**src/design/ffea_pkg.sv**
```systemverilog
// Package for the first-fit extent allocator.
// Holds sizes, status codes and the word types shared by all modules.
package ffea_pkg;

    localparam int MaxExtents = 16;
    localparam int OffsetBits = 16;
    localparam int SizeBits   = OffsetBits + 1;
    localparam int IdxBits    = $clog2(MaxExtents);
    localparam int CntBits    = $clog2(MaxExtents + 1);

    localparam logic [1:0] ST_OK         = 2'd0;
    localparam logic [1:0] ST_NO_SPACE   = 2'd1;
    localparam logic [1:0] ST_TABLE_FULL = 2'd2;
    localparam logic [1:0] ST_NOT_FOUND  = 2'd3;

    localparam logic OP_ALLOC = 1'b0;
    localparam logic OP_FREE  = 1'b1;

    typedef struct packed {
        logic        opcode;
        logic [16:0] request_size;
        logic [15:0] free_offset;
    } t_in_word;

    typedef struct packed {
        logic [1:0]  status;
        logic [15:0] offset;
        logic [16:0] free_total;
    } t_out_word;

    // Commands from the controller to the datapath.
    typedef struct packed {
        logic load;      // capture the input word, reset scan
        logic step;      // examine entry at scan index, advance
        logic shift;     // one move step of insert or remove
        logic commit;    // final write, update count and free total
        logic finish;    // build result word
    } t_cmd;

    // Status from the datapath to the controller.
    typedef struct packed {
        logic scan_done;  // scan has found a hit or run out of entries, or load rejected the word
        logic shift_done; // all moves done
    } t_sts;

endpackage

```
**src/design/ffea_datapath.sv**
```systemverilog
// Datapath of the first-fit extent allocator: extent table, scan and shift logic.
// Depends on ffea_pkg.
module ffea_datapath import ffea_pkg::*; (
    input  logic                i_clk,
    input  logic                i_rst_n,
    input  logic                i_cfg_we,
    input  logic [SizeBits-1:0] i_cfg_size,
    input  t_in_word            i_word,
    input  t_cmd                i_cmd,
    output t_sts                o_sts,
    output t_out_word           o_result
);

    localparam logic [SizeBits-1:0] RegionMax = SizeBits'(1) << OffsetBits;

    logic [OffsetBits-1:0] r_start [MaxExtents];
    logic [SizeBits-1:0]   r_len   [MaxExtents];
    logic [CntBits-1:0]    r_count;
    logic [SizeBits-1:0]   r_free;
    logic [SizeBits-1:0]   r_msize;

    logic                  r_op;
    logic [SizeBits-1:0]   r_size;
    logic [OffsetBits-1:0] r_where;
    logic [CntBits-1:0]    r_idx;
    logic [SizeBits:0]     r_prev_end;
    logic                  r_hit;
    logic                  r_done;
    logic [1:0]            r_status;
    logic [CntBits-1:0]    r_mv;
    logic [SizeBits-1:0]   r_flen;
    t_out_word             r_result;

    logic [IdxBits-1:0]    idx;
    logic [IdxBits-1:0]    mv;
    logic [SizeBits:0]     ent_start;
    logic [SizeBits:0]     ent_end;
    logic [SizeBits:0]     gap;
    logic [SizeBits:0]     tail;
    logic [SizeBits-1:0]   cfg_sat;
    logic [SizeBits-1:0]   n_free_add;
    logic                  at_end;

    assign idx       = r_idx[IdxBits-1:0];
    assign mv        = r_mv[IdxBits-1:0];
    assign at_end    = (r_idx == r_count);
    assign ent_start = (SizeBits+1)'(r_start[idx]);
    assign ent_end   = ent_start + (SizeBits+1)'(r_len[idx]);
    assign gap       = (ent_start > r_prev_end) ? ent_start - r_prev_end : '0;
    assign tail      = ((SizeBits+1)'(r_msize) > r_prev_end)
                       ? (SizeBits+1)'(r_msize) - r_prev_end : '0;
    assign cfg_sat   = (i_cfg_size == '0) ? SizeBits'(1)
                       : (i_cfg_size > RegionMax) ? RegionMax : i_cfg_size;
    assign n_free_add = ((SizeBits+1)'(r_free) + (SizeBits+1)'(r_flen)
                         > (SizeBits+1)'(r_msize))
                        ? r_msize : r_free + r_flen;

    assign o_sts.scan_done  = r_done;
    assign o_sts.shift_done = (r_op == OP_ALLOC) ? (r_mv <= r_idx)
                              : (r_mv + CntBits'(1) >= r_count);
    assign o_result = r_result;

    always_ff @(posedge i_clk) begin
        if (!i_rst_n) begin
            r_count <= '0;
            r_msize <= RegionMax;
            r_free  <= RegionMax;
            r_done  <= 1'b0;
        end else if (i_cfg_we) begin
            r_count <= '0;
            r_msize <= cfg_sat;
            r_free  <= cfg_sat;
        end else if (i_cmd.load) begin
            r_op       <= i_word.opcode;
            r_size     <= i_word.request_size;
            r_where    <= i_word.free_offset;
            r_idx      <= '0;
            r_prev_end <= '0;
            r_hit      <= 1'b0;
            r_done     <= 1'b0;
            r_status   <= ST_OK;
            r_mv       <= '0;
            if (i_word.opcode == OP_ALLOC && i_word.request_size == '0) begin
                r_status <= ST_NO_SPACE;
                r_done   <= 1'b1;
            end else if (i_word.opcode == OP_ALLOC && r_count == CntBits'(MaxExtents)) begin
                r_status <= ST_TABLE_FULL;
                r_done   <= 1'b1;
            end
        end else if (i_cmd.step) begin
            if (at_end) begin
                r_done <= 1'b1;
                if (r_op == OP_ALLOC) begin
                    r_status <= (tail < (SizeBits+1)'(r_size)) ? ST_NO_SPACE : ST_OK;
                    r_hit    <= !(tail < (SizeBits+1)'(r_size));
                end else begin
                    r_status <= ST_NOT_FOUND;
                end
                r_mv <= r_count;
            end else if (r_op == OP_ALLOC) begin
                if (gap >= (SizeBits+1)'(r_size)) begin
                    r_done <= 1'b1;
                    r_hit  <= 1'b1;
                    r_mv   <= r_count;
                end else begin
                    r_prev_end <= ent_end;
                    r_idx      <= r_idx + CntBits'(1);
                end
            end else begin
                if (r_start[idx] == r_where) begin
                    r_done <= 1'b1;
                    r_hit  <= 1'b1;
                    r_flen <= r_len[idx];
                    r_mv   <= r_idx;
                end else begin
                    r_idx <= r_idx + CntBits'(1);
                end
            end
        end else if (i_cmd.shift) begin
            if (r_op == OP_ALLOC) begin
                r_start[mv] <= r_start[mv - IdxBits'(1)];
                r_len[mv]   <= r_len[mv - IdxBits'(1)];
                r_mv        <= r_mv - CntBits'(1);
            end else begin
                r_start[mv] <= r_start[mv + IdxBits'(1)];
                r_len[mv]   <= r_len[mv + IdxBits'(1)];
                r_mv        <= r_mv + CntBits'(1);
            end
        end else if (i_cmd.commit) begin
            if (r_hit) begin
                if (r_op == OP_ALLOC) begin
                    r_start[idx] <= r_prev_end[OffsetBits-1:0];
                    r_len[idx]   <= r_size;
                    r_count      <= r_count + CntBits'(1);
                    r_free       <= (r_free >= r_size) ? r_free - r_size : '0;
                end else begin
                    r_count <= r_count - CntBits'(1);
                    r_free  <= n_free_add;
                end
            end
        end else if (i_cmd.finish) begin
            r_done <= 1'b0;
        end
    end

    // Result word, built once the table update has settled.
    always_ff @(posedge i_clk) begin
        if (i_cmd.finish) begin
            r_result.status     <= r_status;
            r_result.free_total <= r_free;
            if (r_status != ST_OK) begin
                r_result.offset <= '0;
            end else if (r_op == OP_ALLOC) begin
                r_result.offset <= r_prev_end[OffsetBits-1:0];
            end else begin
                r_result.offset <= r_where;
            end
        end
    end

endmodule

```
**src/design/ffea_ctrl.sv**
```systemverilog
// Controller state machine of the first-fit extent allocator.
// Depends on ffea_pkg; drives ffea_datapath through t_cmd.
module ffea_ctrl import ffea_pkg::*; (
    input  logic i_clk,
    input  logic i_rst_n,
    input  logic i_in_valid,
    output logic o_in_ready,
    output logic o_out_valid,
    input  logic i_out_ready,
    input  t_sts i_sts,
    output t_cmd o_cmd
);

    typedef enum logic [5:0] {
        S_IDLE   = 6'b000001,
        S_SCAN   = 6'b000010,
        S_SHIFT  = 6'b000100,
        S_COMMIT = 6'b001000,
        S_FINISH = 6'b010000,
        S_OUT    = 6'b100000
    } t_state;

    t_state r_state, n_state;

    // A new word may be taken as soon as the previous result sits in the
    // output register and is being taken.
    assign o_in_ready  = (r_state == S_IDLE) || (r_state == S_OUT && i_out_ready);
    assign o_out_valid = (r_state == S_OUT);

    always_comb begin
        n_state = r_state;
        o_cmd   = '0;
        case (r_state)
            S_IDLE: begin
                if (i_in_valid) begin
                    o_cmd.load = 1'b1;
                    n_state    = S_SCAN;
                end
            end
            S_SCAN: begin
                if (i_sts.scan_done) begin
                    n_state = S_SHIFT;
                end else begin
                    o_cmd.step = 1'b1;
                end
            end
            S_SHIFT: begin
                if (i_sts.shift_done) begin
                    n_state = S_COMMIT;
                end else begin
                    o_cmd.shift = 1'b1;
                end
            end
            S_COMMIT: begin
                o_cmd.commit = 1'b1;
                n_state      = S_FINISH;
            end
            S_FINISH: begin
                o_cmd.finish = 1'b1;
                n_state      = S_OUT;
            end
            S_OUT: begin
                if (i_out_ready) begin
                    if (i_in_valid) begin
                        o_cmd.load = 1'b1;
                        n_state    = S_SCAN;
                    end else begin
                        n_state = S_IDLE;
                    end
                end
            end
            default: begin
                n_state = S_IDLE;
            end
        endcase
    end

    always_ff @(posedge i_clk) begin
        if (!i_rst_n) begin
            r_state <= S_IDLE;
        end else begin
            r_state <= n_state;
        end
    end

endmodule

```
**src/design/first_fit_extent_allocator.sv**
```systemverilog
// Top level of the first-fit extent allocator.
// Depends on ffea_pkg, ffea_ctrl and ffea_datapath.
//
// The block manages a region of memory_size bytes as a table of up to
// MaxExtents allocated extents, kept sorted by start offset. An input word
// either allocates (first gap in address order that fits) or frees (exact
// start offset match). Each input word yields exactly one result word with a
// status, the offset and the free byte total after the operation.
// Both channels use valid/ready. The configuration port writes memory_size
// whenever i_cfg_we is high; that also empties the table. Write it only when
// the block is idle.
// After the word is accepted, the controller passes through scan, the move of
// the table, commit and finish; the result then sits in the output register.
// The scan and the one-entry-per-cycle move of the table make the time to the
// result grow with the number of entries held. A zero-size or full-table
// allocate is rejected at load and does no scan step and no move.
// The result is held in an output register until taken; while the receiver
// stalls the block holds that word and accepts no new input. A new input word
// is taken in the same cycle the result is taken.
// Reset empties the table and sets memory_size and the free total to 65536.
module first_fit_extent_allocator import ffea_pkg::*; (
    input  logic                i_clk,
    input  logic                i_rst_n,
    input  logic                i_cfg_we,
    input  logic [SizeBits-1:0] i_cfg_wdata,
    input  logic                i_in_valid,
    output logic                o_in_ready,
    input  t_in_word            i_in_data,
    output logic                o_out_valid,
    input  logic                i_out_ready,
    output t_out_word           o_out_data
);

    t_cmd cmd;
    t_sts sts;

    ffea_ctrl u_ctrl (
        .i_clk       (i_clk),
        .i_rst_n     (i_rst_n),
        .i_in_valid  (i_in_valid),
        .o_in_ready  (o_in_ready),
        .o_out_valid (o_out_valid),
        .i_out_ready (i_out_ready),
        .i_sts       (sts),
        .o_cmd       (cmd)
    );

    ffea_datapath u_dp (
        .i_clk      (i_clk),
        .i_rst_n    (i_rst_n),
        .i_cfg_we   (i_cfg_we),
        .i_cfg_size (i_cfg_wdata),
        .i_word     (i_in_data),
        .i_cmd      (cmd),
        .o_sts      (sts),
        .o_result   (o_out_data)
    );

    // An error result always carries offset zero.
    a_err_offset: assert property (@(posedge i_clk) disable iff (!i_rst_n)
        (o_out_valid && o_out_data.status != ST_OK) |-> (o_out_data.offset == '0))
        else $error("error result with nonzero offset");

    // Only one command is issued per cycle.
    a_cmd_onehot: assert property (@(posedge i_clk) disable iff (!i_rst_n)
        $onehot0(cmd))
        else $error("more than one datapath command");

    // A result appears only right after the finish command.
    a_out_after_finish: assert property (@(posedge i_clk) disable iff (!i_rst_n)
        $rose(o_out_valid) |-> $past(cmd.finish))
        else $error("result valid without finish");

endmodule

```
**config.mk**
```make
export PLATFORM = sky130hd
export DESIGN_NAME = first_fit_extent_allocator
export DESIGN_NICKNAME = d
export VERILOG_FILES = /design/src/design/ffea_pkg.sv /design/src/design/ffea_datapath.sv /design/src/design/ffea_ctrl.sv /design/src/design/first_fit_extent_allocator.sv
export SDC_FILE = /design/constraint.sdc
export NUM_CORES = 1
export LEC_CHECK = 0
export BUFFER_PORTS_ARGS = -buffer_cell sky130_fd_sc_hd__buf_2
export CAP_MARGIN = 20
export CORE_MARGIN = 1.5
export CORE_UTILIZATION = 60
export CTS_CLUSTER_DIAMETER = 100
export DETAILED_ROUTE_END_ITERATION = 12
export HOLD_SLACK_MARGIN = 0.03
export PLACE_DENSITY = 0.74
export SLEW_MARGIN = 20
export SYNTH_ARGS = -nofsm -noshare
export SYNTH_HDL_FRONTEND = slang
export SYNTH_SLANG_ARGS = --single-unit
```
**constraint.sdc**
```tcl
create_clock -name i_clk -period 11.1 [get_ports i_clk]
set_input_delay 0.555 -clock i_clk [delete_from_list [all_inputs] [get_ports i_clk]]
set_output_delay 0.555 -clock i_clk [all_outputs]
set_load 0.05 [all_outputs]
```
==> Word level (Yosys, flattened, before mapping) <==
Memory sizes are Yosys's and may differ from the RTL's. A register that Yosys moved wholly into a read port is not among the register bits.
Cells that the tools add are included.
{ "classes": {"addsub": 13, "n_mul": 0, "n_div": 0, "magnitude_cmp": 9, "eq_ne": 27, "n_shift": 0, "mux": 102, "n_bitwise": 9, "reduce_logical": 29} }
{ "op_table": {"columns": ["cell", "n"], "rows": [
  ["$mux W17", 13],
  ["$mux W18", 6],
  ["$mux W5", 13],
  ["$mux W1", 48],
  ["$mux W16", 3],
  ["$pmux W6 S6", 1],
  ["$logic_not A17 Y1", 2],
  ["$mux W4", 6],
  ["$mux W6", 4],
  ["$reduce_and A6 Y1", 4],
  ["$add A16 B17 Y18", 1],
  ["$add A17 B17 Y18", 1],
  ["$ge A18 B17 Y1", 1],
  ["$gt A16 B18 Y1", 1],
  ["$gt A17 B18 Y1", 1],
  ["$gt A18 B17 Y1", 1],
  ["$lt A18 B17 Y1", 1],
  ["$sub A16 B18 Y18", 1],
  ["$sub A17 B18 Y18", 1],
  ["$add A17 B17 Y17", 1],
  ["$ge A17 B17 Y1", 1],
  ["$gt A17 B17 Y1 const B", 1],
  ["$reduce_or A17 Y1", 1],
  ["$sub A17 B17 Y17", 1],
  ["38 further kinds", 75]
]} }
{ "totals": {"regBits": 163, "latchBits": 0, "ram_bits": 528, "rom_bits": 0, "inputBits": 56, "output_inout_bits": 37, "n_memories": 2} }
{ "mem_list": {"columns": ["memory", "depth", "word_bits", "rd", "rd_ports_with_merged_regs", "write_ports", "line", "rtl"], "rows": [
  ["u_dp.r_len", 16, 17, 3, 1, 1, "ffea_datapath.sv:17", "logic [SizeBits-1:0] r_len [MaxExtents];"],
  ["u_dp.r_start", 16, 16, 3, 1, 1, "ffea_datapath.sv:16", "logic [OffsetBits-1:0] r_start [MaxExtents];"]
]} }

==> Depth between registers and ports, before layout <==
{ "logic_depth": {"depth_word": 13, "depth_mapped": 31} }

==> By module <==
Synthesis repeated with hierarchy kept, for this count alone.
{ "unflattened": {"hier_cells": 2896, "hier_area_um2": 41646.2} }
{ "modules_own_cells": {"columns": ["mod", "n_inst", "cells_each", "area_per_inst_um2", "seq_area_each_um2"], "rows": [
  ["ffea_datapath", 1, 2856, 41288.3, 20249.4],
  ["ffea_ctrl", 1, 40, 357.8, 120.1]
]} }

==> Least setup slack after synthesis <==
No wires, ideal clock.
{ "synth_path": {"path_type": "reg-to-reg", "from": "register with a tool-made name", "to": "register u_dp.r_prev_end[0], enable pin", "setup_ns": 0.399, "arrival_time_ns": 6.707, "required_ns": 10.701, "slack_ns": 3.994, "stages_incl_launch_ff": 29, "n_path_buf": 2, "synth_period_minus_slack_ns": 7.106, "path_cell_list": "dfxtp_1 > buf_4 > mux4_2 > mux2i_1 > nand2_1 > o21ai_0 > ha_1 > inv_1 > fa_1 > a211oi_1 > o21bai_1 > a21oi_1 > o21ai_1 > o31a_1 > a221o_1 > and2_1 > o21ai_0 > a21o_1 > buf_2 > nor2_1 > ha_1 > a211o_1 > o2111ai_1 > a21oi_1 > a2111oi_0 > o21ai_0 > a31oi_4 > nand2_1 > a21oi_1"} }
{ "synth_lines": {"columns": ["element", "line", "rtl"], "rows": [
  ["end signal, assigned", "ffea_datapath.sv:106", "r_prev_end <= ent_end;"],
  ["end, declared", "ffea_datapath.sv:26", "logic [SizeBits:0] r_prev_end;"]
]} }

==> run metrics <==
outcome=finished clean; Rel. slew slack=0.2467; critical path required time=11.55 ns; DIE AREA=70020 um^2; vias in the first global route=28862; WL final=124800 um; CP startpoint kind=flip-flop; Die Span Y=264.6 um; synth unique cells=85; RSZ-0062 raised after global routing=false; WS Path Type=reg -> reg; Final GP Congestion=0.9641; Area growth syn-to-layout=9.784%; Final Cycle Share=0.7581; EDFF count, synth=645; Cell Area, Synth=41060 um^2; ranking of synthesized cells by area=edfxtp_1 47%, mux4_2 18%, ha_1 4.5%; post-route DRC violation count=0; Primary FF master, synth=edfxtp_1; DRT iter0 DRCs=3465; total iterations of the first detailed-routing run=6; Mapped Nets=3245; CTS Buffer Depth=3; min cycle time layout=8.415 ns; CTS buffer count=77; most frequent cells in the layout=645 x edfxtp_1, 331 x mux4_2, 267 x nand2_1, 211 x nor2_1, 148 x ha_1; final hold vios=0; Post-CTS Resized=0; Worst VDD drop=0.1142 mV; DR WL/cell=31.04 um; cts hold-fix bufs=0; CP max stage cell=dfxtp_4; Setup Fix Bufs, Post-CTS=0; CORE AREA=67400 um^2; FF-to-FF setup slack=2.69 ns; sw frac=0.2697; Yosys reg bits=695; CP endpoint kind=flip-flop; first-pass GRT wire length=183300 um; area share of the largest cell type after synthesis=0.4717; fraction of layout cells with a size suffix above 1=0.2370; clk sinks=695; delay of the slowest cell on the worst path=0.91 ns; clock slew seen by the registers of the worst setup and hold paths=0.06 ns; leading cell type in the layout, fill and taps excluded=edfxtp_1; Clk pwr share=0.384; initial antenna violation count=3; HPWL after detailed placement=77440 um; worst-path fanout max=48; ANT nets after route=0; Worst Skew=0.02099 ns; combinational fraction of design power=0.167; register area share after synthesis=0.4960; register share of total power=0.449; worst skew pair latency=0.64 ns; starting density of the core=0.6093; I/O pin total=93; IO buf count=92; clock root buffer=clkbuf_16; largest net degree at the start of global routing=168; Rows=95; Slew @ Worst Pin=1.128 ns; max-cap viol count=0; f_max=118.8 MHz; Most common cell on crit path=a21oi_1; Total GRT Usage=0.3580; Leak=15.85 nW; # nets final=3293; placed cell count=3873; Die W=264.6 um; # setup viols final=0; Arr. time, crit path=8.86 ns; Sw Pwr=0.001802 W; Pwr Density=148.2 nW/um^2; CTS tree=built; synth warn=0; H-tree depth=3; Syn Inst Count=3034; Mapped Avg Cell Area=13.53 um^2; setup TNS=0 ns; routed via count=29011; vias per cell=7.215; fraction of registers with async set/reset=0; post-route insts no fill=4021; overflow left after global routing=0; area leader, netlist=edfxtp_1; Final Slew Violations=0; worst min-delay path class=in -> reg; Int Pwr=0.004879 W
## worst max-delay path, delay by kind of cell (launching register included)
family | cells | cell delay, ns
AO/OA/AOI/OAI | 20 | 5.39
adder cells (fa/ha/maj) | 2 | 0.66
buffers and inverters | 1 | 0.52
flip-flops | 1 | 0.91
multiplexers | 1 | 0.13
AND/OR/NAND/NOR | 3 | 0.53
## synth_stat cells (11+ instances only)
master and count:
and2_1 11, buf_2 22, a31oi_1 28, clkbuf_1 104, dfxtp_1 50, o21a_1 14
nand4_1 16, mux2i_1 94, nand3_1 42, edfxtp_1 645, nor4_1 11, inv_1 95
nor2_1 229, a221oi_1 11, ha_1 149, a21o_1 44, a211oi_1 39, a22oi_1 11
nand2_1 267, xnor2_1 72, mux4_2 331, nor3_1 45, o21ai_0 137, a21oi_1 144
a311oi_1 16, and3_1 21, mux4_1 18, nor2b_1 16, xor2_1 43, nand2b_1 22
buf_1 37, mux2_2 72, o211ai_1 17
## registers in the layout, summed over array words and instances (netlist names), named ones only
name and cells:
u_dp.r_done 1, u_dp.r_free 17, u_dp.o_result 35, u_dp.r_start 256, u_dp.r_mv 5, u_dp.r_hit 1, u_dp.r_flen 17, u_ctrl.r_state 6
u_dp.r_len 272, u_dp.r_status 2, u_dp.r_prev_end 18, u_dp.r_count 5, u_dp.r_idx 5, u_dp.r_size 17, u_dp.r_where 16, u_dp.r_op 1
u_dp.r_msize 17
## kinds of logic (layout without fill, tap and decap cells)
kind of cell               after synthesis  after routing  share of synthesized area
adders and majority gates              155            155                    0.04832
xor gates and xnor gates               115            115                    0.02453
buffers and inverters                  284            394                    0.03059
AOI/OAI and AO/OA                      554            554                    0.08665
other                                    1              5                 0.00009132
DFF                                    695            695                     0.4960
and+or+nand+nor                        713            713                    0.07697
muxes                                  517            517                     0.2368
## layer usage
layer | vias up | routed length, um | track usage
met5 | - | 0 | 0
met4 | 0 | 7652 | 0.2060
met3 | 426 | 14820 | 0.09057
met2 | 2020 | 57980 | 0.5623
met1 | 14443 | 44380 | 0.4564
li1 | 12122 | - | -
## stage by stage
stage          cell area (um^2)  utilization  hold slack (ns)  total power (W)  worst slack (ns)
3_3_place_gp              42420       0.6294           0.4252         0.004104             2.525
4_1_cts                   44920       0.6665          0.08235         0.006667             2.485
5_1_grt                   45070       0.6688          0.09693         0.006865             2.090
2_1_floorplan             41060            -           0.4174         0.003829             3.994
3_5_place_dp              42420       0.6294           0.4320         0.004137             2.465
6_report                  45080       0.6689          0.09891         0.006681             2.685
## power by group through the flow
stage	Sequential (W)	Combinational, W	Clock [W]
floorplan	0.00302	0.000809	0
global placement	0.00305	0.00105	0
detailed placement	0.00305	0.00108	0
CTS	0.00300	0.00109	0.00258
global route	0.00300	0.00120	0.00267
finish	0.00300	0.00111	0.00257
## layout make-up
type / instances / area, um^2
sequential: 695 / 20380
clock inverter: 46 / 442.9
antenna: 4 / 10.01
inverter: 99 / 372.9
timing repair buffer: 154 / 970.9
fill: 4682 / 22310
tap: 873 / 1092
multi-input combinational: 2055 / 19760
clock buffer: 95 / 2058
## final timing paths
| path | endpoint | start | cells after the start |
|---|---|---|---|
| setup / recovery | flip-flop | flip-flop | 27 |
| hold / removal | u_dp.r_where[7] | i_in_data[7] | 1 |
| setup reg to reg | flip-flop | flip-flop | 27 |
| hold reg to reg | u_dp.o_result[33] | u_dp.r_status[0] | 0 |
Note: power is estimated with default switching activity, not from simulation.
